[config.mk]
export PLATFORM = sky130hd
export DESIGN_NAME = mode_then_filter_above_top
export DESIGN_NICKNAME = d
export VERILOG_FILES = /design/src/hw/rtl/mtfa_pkg.sv /design/src/hw/rtl/mtfa_store.sv /design/src/hw/rtl/mode_then_filter_above_top.sv
export SDC_FILE = /design/constraint.sdc
export NUM_CORES = 2
export LEC_CHECK = 0
export ABC_AREA = 1
export BUFFER_PORTS_ARGS = -buffer_cell sky130_fd_sc_hd__buf_2
export CORE_MARGIN = 5
export CORE_UTILIZATION = 40
export CTS_BUF_LIST = sky130_fd_sc_hd__clkbuf_2
export CTS_CLUSTER_DIAMETER = 50
export DETAILED_ROUTE_END_ITERATION = 7
export PLACE_DENSITY = 0.53
export SLEW_MARGIN = 20
export SYNTH_ARGS = -nofsm -noshare
export SYNTH_HDL_FRONTEND = slang
export SYNTH_HIERARCHICAL = 1
export SYNTH_SLANG_ARGS = --single-unit
[constraint.sdc]
create_clock -name i_clk -period 15.9 [get_ports i_clk]
set_input_delay 0 -clock i_clk [delete_from_list [all_inputs] [get_ports i_clk]]
set_output_delay 0 -clock i_clk [all_outputs]
set_load 0.01 [all_outputs]
[src/hw/rtl/mtfa_pkg.sv]
// shared types and constants for the mode filter block
`default_nettype none

package mtfa_pkg;

    localparam int STORE_DEPTH = 64;
    localparam int DATA_W      = 32;
    localparam int ADDR_W      = (STORE_DEPTH > 1) ? $clog2(STORE_DEPTH) : 1;
    localparam int CNT_W       = $clog2(STORE_DEPTH + 1);

    typedef logic signed [DATA_W-1:0] t_data;
    typedef logic [ADDR_W-1:0]        t_addr;
    typedef logic [CNT_W-1:0]         t_cnt;

    // write port and both read addresses of the value store
    typedef struct packed {
        logic  we;
        t_addr waddr;
        t_data wdata;
        t_addr raddr_a;
        t_addr raddr_b;
    } t_store_req;

endpackage

`default_nettype wire

[src/hw/rtl/mtfa_store.sv]
// value store: one write port, two registered read ports
`default_nettype none

module mtfa_store
    import mtfa_pkg::*;
(
    input  wire        i_clk,
    input  t_store_req i_req,
    output t_data      o_rd_a,
    output t_data      o_rd_b
);

    t_data r_mem [STORE_DEPTH];
    t_data r_rd_a;
    t_data r_rd_b;

    always_ff @(posedge i_clk) begin
        if (i_req.we) begin
            r_mem[i_req.waddr] <= i_req.wdata;
        end
        r_rd_a <= r_mem[i_req.raddr_a];
        r_rd_b <= r_mem[i_req.raddr_b];
    end

    assign o_rd_a = r_rd_a;
    assign o_rd_b = r_rd_b;

endmodule

`default_nettype wire

[src/hw/rtl/mode_then_filter_above_top.sv]
// top level of the mode filter: load, mode search and filtered replay
`default_nettype none

// usage
//   input: a transfer happens on a clock edge with start high and busy low.
//   each transfer carries one Q16.16 sample; end_of_block marks the last one.
//   samples without the end mark leave busy low, so they
//   can be sent back to back. samples beyond STORE_DEPTH are dropped and the
//   block's results then carry overflowed.
//   on the end mark busy rises and the block searches for the mode: for every
//   stored value it scans the whole store through one equality comparator.
//   a replay pass then emits, in load order, each stored value not greater than
//   the mode; the last one has last_kept set. search and replay both run on the
//   dual read port store and the single shared compare path.
//   output: each result sits on the o_ ports for one cycle with o_strobe high;
//   the receiver cannot stall, so results must be taken as they come.
//   reset (synchronous, active low) empties the block and clears the mode;
//   store contents are not cleared and are never used before being written.

module mode_then_filter_above_top
    import mtfa_pkg::*;
(
    input  wire          i_clk,
    input  wire          i_rst_n,
    input  wire          start,
    output logic         busy,
    input  wire  [31:0]  i_sample,
    input  wire          i_end_of_block,
    output logic         o_strobe,
    output logic [31:0]  o_kept_value,
    output logic         o_last_kept,
    output logic         o_overflowed
);

    // sequencer codes
    localparam logic [2:0] ST_IDLE   = 3'd0;  // loading samples
    localparam logic [2:0] ST_SCAN   = 3'd1;  // issue store reads for one candidate
    localparam logic [2:0] ST_DRAIN  = 3'd2;  // last compare of the scan
    localparam logic [2:0] ST_UPDATE = 3'd3;  // fold candidate count into best
    localparam logic [2:0] ST_FILTER = 3'd4;  // replay reads in load order
    localparam logic [2:0] ST_FDRAIN = 3'd5;  // last replay compare
    localparam logic [2:0] ST_FLUSH  = 3'd6;  // emit held value as last

    logic [2:0] r_state, n_state;
    t_cnt       r_fill, n_fill;
    logic       r_ovf, n_ovf;
    t_addr      r_i, n_i;
    t_addr      r_j, n_j;
    t_cnt       r_cnt, n_cnt;
    t_cnt       r_best, n_best;
    t_data      r_mode, n_mode;
    logic       r_b_vld, n_b_vld;
    t_data      r_pend, n_pend;
    logic       r_have_pend, n_have_pend;
    logic       r_out_vld, n_out_vld;
    t_data      r_out_val, n_out_val;
    logic       r_out_last, n_out_last;
    logic       r_out_ovf, n_out_ovf;

    t_store_req w_req;
    t_data      w_rd_a;
    t_data      w_rd_b;
    logic       w_accept;
    logic       w_room;
    t_addr      w_last_idx;
    logic       w_hit;
    logic       w_keep;
    logic       w_better;

    assign w_accept   = start && (r_state == ST_IDLE);
    assign w_room     = (r_fill < CNT_W'(STORE_DEPTH));
    // index of the final stored value; the block holds at least one while busy
    assign w_last_idx = ADDR_W'(r_fill - 1'b1);

    assign w_req.we      = w_accept && w_room;
    assign w_req.waddr   = r_fill[ADDR_W-1:0];
    assign w_req.wdata   = t_data'(i_sample);
    assign w_req.raddr_a = r_i;
    assign w_req.raddr_b = r_j;

    mtfa_store u_store (
        .i_clk  (i_clk),
        .i_req  (w_req),
        .o_rd_a (w_rd_a),
        .o_rd_b (w_rd_b)
    );

    // shared compare path: port a holds the candidate, port b the scanned value
    assign w_hit    = (w_rd_a == w_rd_b);
    assign w_keep   = (w_rd_b <= r_mode);
    // higher count wins, smaller value breaks a tie
    assign w_better = (r_cnt > r_best) || ((r_cnt == r_best) && (w_rd_a < r_mode));

    always_comb begin
        n_state     = r_state;
        n_fill      = r_fill;
        n_ovf       = r_ovf;
        n_i         = r_i;
        n_j         = r_j;
        n_cnt       = r_cnt;
        n_best      = r_best;
        n_mode      = r_mode;
        n_pend      = r_pend;
        n_have_pend = r_have_pend;
        n_out_vld   = 1'b0;
        n_out_val   = r_out_val;
        n_out_last  = r_out_last;
        n_out_ovf   = r_out_ovf;
        // read data is valid in the cycle after a scan or replay address
        n_b_vld     = (r_state == ST_SCAN) || (r_state == ST_FILTER);

        unique case (r_state)
            ST_IDLE: begin
                if (w_accept) begin
                    if (w_room) begin
                        n_fill = r_fill + 1'b1;
                    end else begin
                        n_ovf = 1'b1;
                    end
                    if (i_end_of_block) begin
                        n_state = ST_SCAN;
                        n_i     = '0;
                        n_j     = '0;
                        n_cnt   = '0;
                        n_best  = '0;
                        n_mode  = '0;
                    end
                end
            end
            ST_SCAN, ST_DRAIN: begin
                if (r_b_vld && w_hit) begin
                    n_cnt = r_cnt + 1'b1;
                end
                if (r_state == ST_DRAIN) begin
                    n_state = ST_UPDATE;
                end else if (r_j == w_last_idx) begin
                    n_state = ST_DRAIN;
                end else begin
                    n_j = r_j + 1'b1;
                end
            end
            ST_UPDATE: begin
                if (w_better) begin
                    n_best = r_cnt;
                    n_mode = w_rd_a;
                end
                n_cnt = '0;
                n_j   = '0;
                if (r_i == w_last_idx) begin
                    n_state     = ST_FILTER;
                    n_have_pend = 1'b0;
                end else begin
                    n_i     = r_i + 1'b1;
                    n_state = ST_SCAN;
                end
            end
            ST_FILTER, ST_FDRAIN: begin
                // hold one kept value back so the final one can be marked last
                if (r_b_vld && w_keep) begin
                    if (r_have_pend) begin
                        n_out_vld  = 1'b1;
                        n_out_val  = r_pend;
                        n_out_last = 1'b0;
                        n_out_ovf  = r_ovf;
                    end
                    n_pend      = w_rd_b;
                    n_have_pend = 1'b1;
                end
                if (r_state == ST_FDRAIN) begin
                    n_state = ST_FLUSH;
                end else if (r_j == w_last_idx) begin
                    n_state = ST_FDRAIN;
                end else begin
                    n_j = r_j + 1'b1;
                end
            end
            ST_FLUSH: begin
                // the mode itself is always kept, so a value is held here
                n_out_vld  = 1'b1;
                n_out_val  = r_pend;
                n_out_last = 1'b1;
                n_out_ovf  = r_ovf;
                n_fill     = '0;
                n_ovf      = 1'b0;
                n_state    = ST_IDLE;
            end
            default: begin
                n_state = ST_IDLE;
            end
        endcase
    end

    // control state
    always_ff @(posedge i_clk) begin
        if (!i_rst_n) begin
            r_state     <= ST_IDLE;
            r_fill      <= '0;
            r_ovf       <= 1'b0;
            r_best      <= '0;
            r_mode      <= '0;
            r_b_vld     <= 1'b0;
            r_have_pend <= 1'b0;
            r_out_vld   <= 1'b0;
        end else begin
            r_state     <= n_state;
            r_fill      <= n_fill;
            r_ovf       <= n_ovf;
            r_best      <= n_best;
            r_mode      <= n_mode;
            r_b_vld     <= n_b_vld;
            r_have_pend <= n_have_pend;
            r_out_vld   <= n_out_vld;
        end
    end

    // counters and payload
    always_ff @(posedge i_clk) begin
        r_i        <= n_i;
        r_j        <= n_j;
        r_cnt      <= n_cnt;
        r_pend     <= n_pend;
        r_out_val  <= n_out_val;
        r_out_last <= n_out_last;
        r_out_ovf  <= n_out_ovf;
    end

    assign busy         = (r_state != ST_IDLE);
    assign o_strobe     = r_out_vld;
    assign o_kept_value = r_out_val;
    assign o_last_kept  = r_out_last;
    assign o_overflowed = r_out_ovf;

`ifndef ASSERT_OFF
    // results only come out of the replay or flush steps
    a_strobe_src: assert property (@(posedge i_clk) disable iff (!i_rst_n)
        r_out_vld |-> ($past(r_state) == ST_FILTER || $past(r_state) == ST_FDRAIN
                       || $past(r_state) == ST_FLUSH))
        else $error("result transfer outside the replay pass");

    // the last result leaves the block empty and ready to load
    a_last_idle: assert property (@(posedge i_clk) disable iff (!i_rst_n)
        (r_out_vld && r_out_last) |-> (r_state == ST_IDLE && r_fill == '0 && !r_ovf))
        else $error("block not emptied after its last result");

    // fill count never passes the store depth
    a_fill_bound: assert property (@(posedge i_clk) disable iff (!i_rst_n)
        r_fill <= CNT_W'(STORE_DEPTH))
        else $error("fill count beyond store depth");

    // an end-marked transfer starts the mode search
    a_end_starts: assert property (@(posedge i_clk) disable iff (!i_rst_n)
        (start && !busy && i_end_of_block) |=> (r_state == ST_SCAN && r_fill != '0))
        else $error("end of block did not start the mode search");
`endif

endmodule

`default_nettype wire
# Yosys cells after proc, flatten, opt, wreduce, memory -nomap -nowiden
# Memories as Yosys holds them, arrays and structs flattened. A register that Yosys moved wholly into a read port is not among the register bits.
# Cells that the tools add are included.
[totals] register_bits=138 latch_bits=0 ramBits=2048 rom_bits=0 word_cells=125 n_memories=1
[memory_table] name="u_store.r_mem" words=64 width=32 rd=2 rd_ports_with_merged_regs=2 write_ports=1 line_no="mtfa_store.sv:13" source="t_data r_mem [STORE_DEPTH];"
[classes] addsub=5 n_mul=0 n_div=0 n_lt_le_gt_ge=4 n_eq_ne=24 shifts=0 muxes=49 bitwise=0 reduce_logical=27
[op_table] op="32-bit 2-to-1 mux" n=5
[op_table] op="32-bit one-hot mux with 2 select lines" n=2
[op_table] op="7-bit 2-to-1 mux" n=6
[op_table] op="6-bit 2-to-1 mux" n=6
[op_table] op="32-bit equality test" n=1
[op_table] op="32-bit <= comparator" n=1
[op_table] op="32-bit < comparator" n=1
[op_table] op="7-bit one-hot mux with 2 select lines" n=2
[op_table] op="2-bit inequality test, second input constant" n=12
[op_table] op="6-bit one-hot mux with 4 select lines" n=1
[op_table] op="3-bit 2-to-1 mux" n=7
[op_table] op="7-bit one-hot mux with 3 select lines" n=1
[op_table] op="4-bit AND reduction" n=4
[op_table] op="7-bit by 1-bit adder with 7-bit output, second input constant" n=2
[op_table] op="6-bit by 1-bit adder with 6-bit output, second input constant" n=2
[op_table] op="6-bit equality test" n=2
[op_table] op="1-bit 2-to-1 mux" n=12
[op_table] op="3-bit one-hot mux with 4 select lines" n=1
[op_table] op="6-bit one-hot mux with 2 select lines" n=1
[op_table] op="3-bit AND reduction" n=4
[op_table] op="1-bit one-hot mux with 2 select lines" n=5
[op_table] op="3-bit equality test, second input constant" n=3
[op_table] op="2-bit nonzero test" n=4
[op_table] op="7-bit equality test" n=1
[op_table] op="other kinds (14)" n=23

# Logic depth before layout (Yosys ltp)
[logic_depth] depth_word=5 depth_mapped=21 mapped_depth_nobuf=20

# Modules after synthesis
# Netlist, hierarchy kept.
[modules_own_cells] module="mtfa_store" instances=1 cells_each=11401 area_per_inst_um2=103849.6 seq_area_each_um2=62780.2
[modules_own_cells] module="mode_then_filter_above_top" instances=1 cells_each=886 area_per_inst_um2=7729.9 seq_area_each_um2=3613.5

# Worst setup path before layout
# OpenSTA, ideal clock, no wires.
[synth_path] path_kind="reg2reg" startpoint="reg r_state[0]" endpoint="mem u_store/r_mem[48][0] (netlist name) (enable)" arrival_time_ns=4.542 required_time_ns=15.398 path_slack_ns=10.856 path_stages_with_launch=11 n_path_buf=1 synth_period_minus_slack_ns=5.044 path_cell_list="dfxtp_1 -> nor2_2 -> inv_2 -> nor2_2 -> inv_2 -> nor2_1 -> nand2_1 -> inv_2 -> clkbuf_1 -> nand4_1 -> nor4_1"
[synth_lines] item="start: declaration" line_no="mode_then_filter_above_top.sv:44" source="logic [2:0] r_state, n_state;"
[synth_lines] item="start signal: assignment" line_no="mode_then_filter_above_top.sv:205" source="r_state <= n_state;"
[synth_lines] item="end: declaration" line_no="mtfa_store.sv:13"

==> run_results.csv <==
group,metric,value,unit
sta,hold_viol,0,
sta,fin_worst_skew,0.140,ns
setup_path,crit_type,"flip-flop to flip-flop",
yosys,synth_area_leaders,"edfxtp_1, nand3_1, nand2_1",
global_routing,track_usage,30.7,%
detailed_routing,drtPass1Iterations,7,
yosys,ys_warn_count,6,
setup_path,path_cells,"buf_4, inv_16, buf_4, buf_12, buf_4, nand2_1, nand3_1, nand3_1, nand3_1, nand3_1, nand2_1, nand2_1, nand2_1",
sta,period_share,33.7,%
floorplanning,ios,72,
yosys,synth-seq-area-share,59.5,%
floorplanning,start_util,40.0,%
yosys,syn-cell-area,112000,um2
floorplanning,num_rows,194,
global_routing,grt_pass1_wl,656000,um
setup_path,cp-end-kind,"flip-flop",
finish,final_layout_size_suffix_gt1_share,10.6,%
yosys,yosys.area.top_type,"edfxtp_1",
yosys,synth_area_per_cell,9.08,um2
setup_path,max_stage_delay,0.89,ns
yosys,synth-seq-cells,2250,
finish,design_area,122000,um2
pwr,seqPwrFrac,34.9,%
finish,final_util,43.7,%
setup_path,cp_max_fo,238,
setup_path,crit_required,17.65,ns
detailed_routing,routed_wl,462000,um
placement,numPortBuffers,71,
yosys,synth_fa_ha_area_share,0.841,%
finish,final_common_cell,"nand2_1",
clock_tree,post_cts_buffers,0,
placement,hpwlAfterDp,226000,um
placement,gp_congestion,0.910,
yosys,synth_top_family_by_area,"simple AND/OR/NAND/NOR gates",
clock_tree,cts-resized-gates,0,
sta,rsz0062_at_grt,"no",
detailed_routing,ant_nets,0,
yosys,yosys.cell_types.count,41,
clock_tree,htree_levels,6,
clock_tree,cts_max_path_buffers,4,
sta,fin_crit,5.36,ns
pwr,p_comb_share,44.4,%
global_routing,antenna_found_initial,26,
detailed_routing,vias,99600,
placement,placed_area,114000,um2
setup_path,arrival,7.11,ns
floorplanning,core,279000,um2
pwr,vdd_drop_max,0.000174,V
sta,tns,0,ns
placement,post-place-ws,10.81,ns
detailed_routing,drc,0,
clock_tree,cts_tree,"yes",
yosys,synth_nets,12400,
yosys,synth_edf_count,2133,
sta,finalSetupViolations,0,
sta,fmax,187,MHz
yosys,synth-xor-area-share,0.321,%
sta,worst_slack,10.54,ns
setup_path,start_kind,"flip-flop",
floorplanning,die_x,538,um
global_routing,grt_pass1_vias,94500,
detailed_routing,wl_per_cell,27.8,um
yosys,syn_inst,12300,
pwr,pwr_density_cell,167,nW/um2
global_routing,grt_overflow_total,0,
finish,final_cell_mix,"nand2_1, nand3_1, edfxtp_1",
pwr,p_sw,0.00969,W
yosys,ys.flop_type,"edfxtp_1",
yosys,yosys.area_share.simple,33.9,%
yosys,synth-compound-area-share,0.593,%
sta,slew_violations,0,
global_routing,grt_max_degree,239,
clock_tree,clk_latency,1.85,ns
pwr,static-leakage-power,46.9,nW
floorplanning,dieArea,290000,um2
clock_tree,cts_made_buffers,616,
pwr,switching_share,47.7,%
clock_tree,ctsHoldBuffers,145,
sta,worst_pin_slew,1.28,ns
detailed_routing,drt_iter0_markers,15300,
pwr,p_clk_share,20.7,%
flow_run,maxCapViolCount,0,
pwr,p_int,0.0106,W
clock_tree,cts.clk_slew.worst_paths,0.10,ns
hold_path,min_path_type,"input port to flip-flop",
setup_path,worst-r2r-setup-slack,10.54,ns
clock_tree,cts_sinks,2250,
detailed_routing,viasPerCell,6.00,
floorplanning,die_h,538,um
run_status,status,"finished, final reports clean",
setup_path,cpMaxStageDelayCell,"buf_4",
yosys,synth_top_cell_area_share,57.4,%
yosys,async_reset_ff_share,0,%
finish,syn_to_final_growth,9.05,%
sta,slew_headroom,14.5,%
finish,layout.nets,12500,
yosys,synth_mux_area_share,0,%
clock_tree,cts_root_buffer,"clkbuf_2",
metal layers:
metal	up-vias	routed length, um	track usage (%)	part of all wire, %
met3	1399	57600	7.36	12
met2	7236	202000	46.9	44
li1	43100	-	-	-
met1	47900	174000	40.3	38
met5	-	114	0	0.025
met4	16	27400	17.4	5.9
worst paths after layout:
kind | from | endpoint | cells after the start
worst max register to register | r_j[0]$_SDFFCE_PN0P_ | u_store/o_rd_b[21]$_DFF_P_ | 13
worst min-delay path | i_sample[29] | u_store/r_mem[63][29]$_DFFE_PP_ | 5
worst max-delay path | r_j[0]$_SDFFCE_PN0P_ | u_store/o_rd_b[21]$_DFF_P_ | 13
worst min register to register | r_pend[7]$_DFFE_PP_ | o_kept_value[7]$_DFFE_PP_ | 0
worst max-delay path: cells and delay by family, from the launching register on:
| kind | cells | cell delay (ns) |
|---|---|---|
| flip-flops | 1 | 0.38 |
| buffers and inverters | 5 | 3.51 |
| AND/OR/NAND/NOR | 8 | 0.98 |
synth_stat cells, types with 3 or more instances:
cell	n
a21oi_1	86
buf_1	70
buf_2	513
buf_4	114
buf_6	46
clkbuf_1	174
dfxtp_1	117
edfxtp_1	2133
ha_1	75
inv_1	118
inv_2	10
nand2_1	4672
nand3_1	3852
nand4_1	23
nor2_1	158
nor2_2	4
nor3_1	13
nor3b_1	3
nor4_1	16
o21ai_0	21
o22ai_1	4
xnor2_1	4
xor2_1	35
metrics by stage:
| stage | total power [W] | hold slack (ns) | cells |
|---|---|---|---|
| after floorplan | 0.0127 | 0.0989 | 12300 |
| after global placement | 0.0158 | 0.360 | 15400 |
| after detailed placement | 0.0159 | 0.367 | 15400 |
| after CTS | 0.0201 | 0.0799 | 16600 |
| after global routing | 0.0213 | 0.265 | 16600 |
| final | 0.0203 | 0.309 | 16600 |
power groups by stage:
| stage | sequential [W] | clock (W) | combinational [W] |
|---|---|---|---|
| floorplan | 0.00693 | 0 | 0.00582 |
| global placement | 0.00720 | 0 | 0.00863 |
| detailed placement | 0.00720 | 0 | 0.00869 |
| CTS | 0.00707 | 0.00428 | 0.00878 |
| global route | 0.00710 | 0.00459 | 0.00961 |
| finish | 0.00710 | 0.00420 | 0.00902 |
state kept, by name (all words and copies together), names as in the netlist, 7 cells and up:
signal,count
o_kept_value,32
u_store/o_rd_b,32
r_mode,32
r_cnt,7
u_store/r_mem,2048
r_pend,32
r_fill,7
r_best,7
u_store/o_rd_a,32
layout make-up:
| class | instances | area, um2 |
|---|---|---|
| clock buffers | 893 | 4470 |
| repair buffers | 421 | 4240 |
| multi-input cells | 8989 | 40300 |
| fillers | 27000 | 157000 |
| flip-flops and latches | 2250 | 66400 |
| clock inverters | 187 | 983 |
| inverters | 130 | 578 |
| diodes | 15 | 37.5 |
| well taps | 3724 | 4660 |
cell families (layout without fill, tap and decap cells):
family | count (synthesis) | count (layout)
and+or+nand+nor | 8751 | 8751
DFF | 2250 | 2250
buffers and inverters | 1048 | 1631
AOI/OAI and AO/OA | 123 | 123
adders and majority gates | 75 | 75
xor gates and xnor gates | 40 | 40
other | 0 | 15
(Power assumes the default switching activity.)
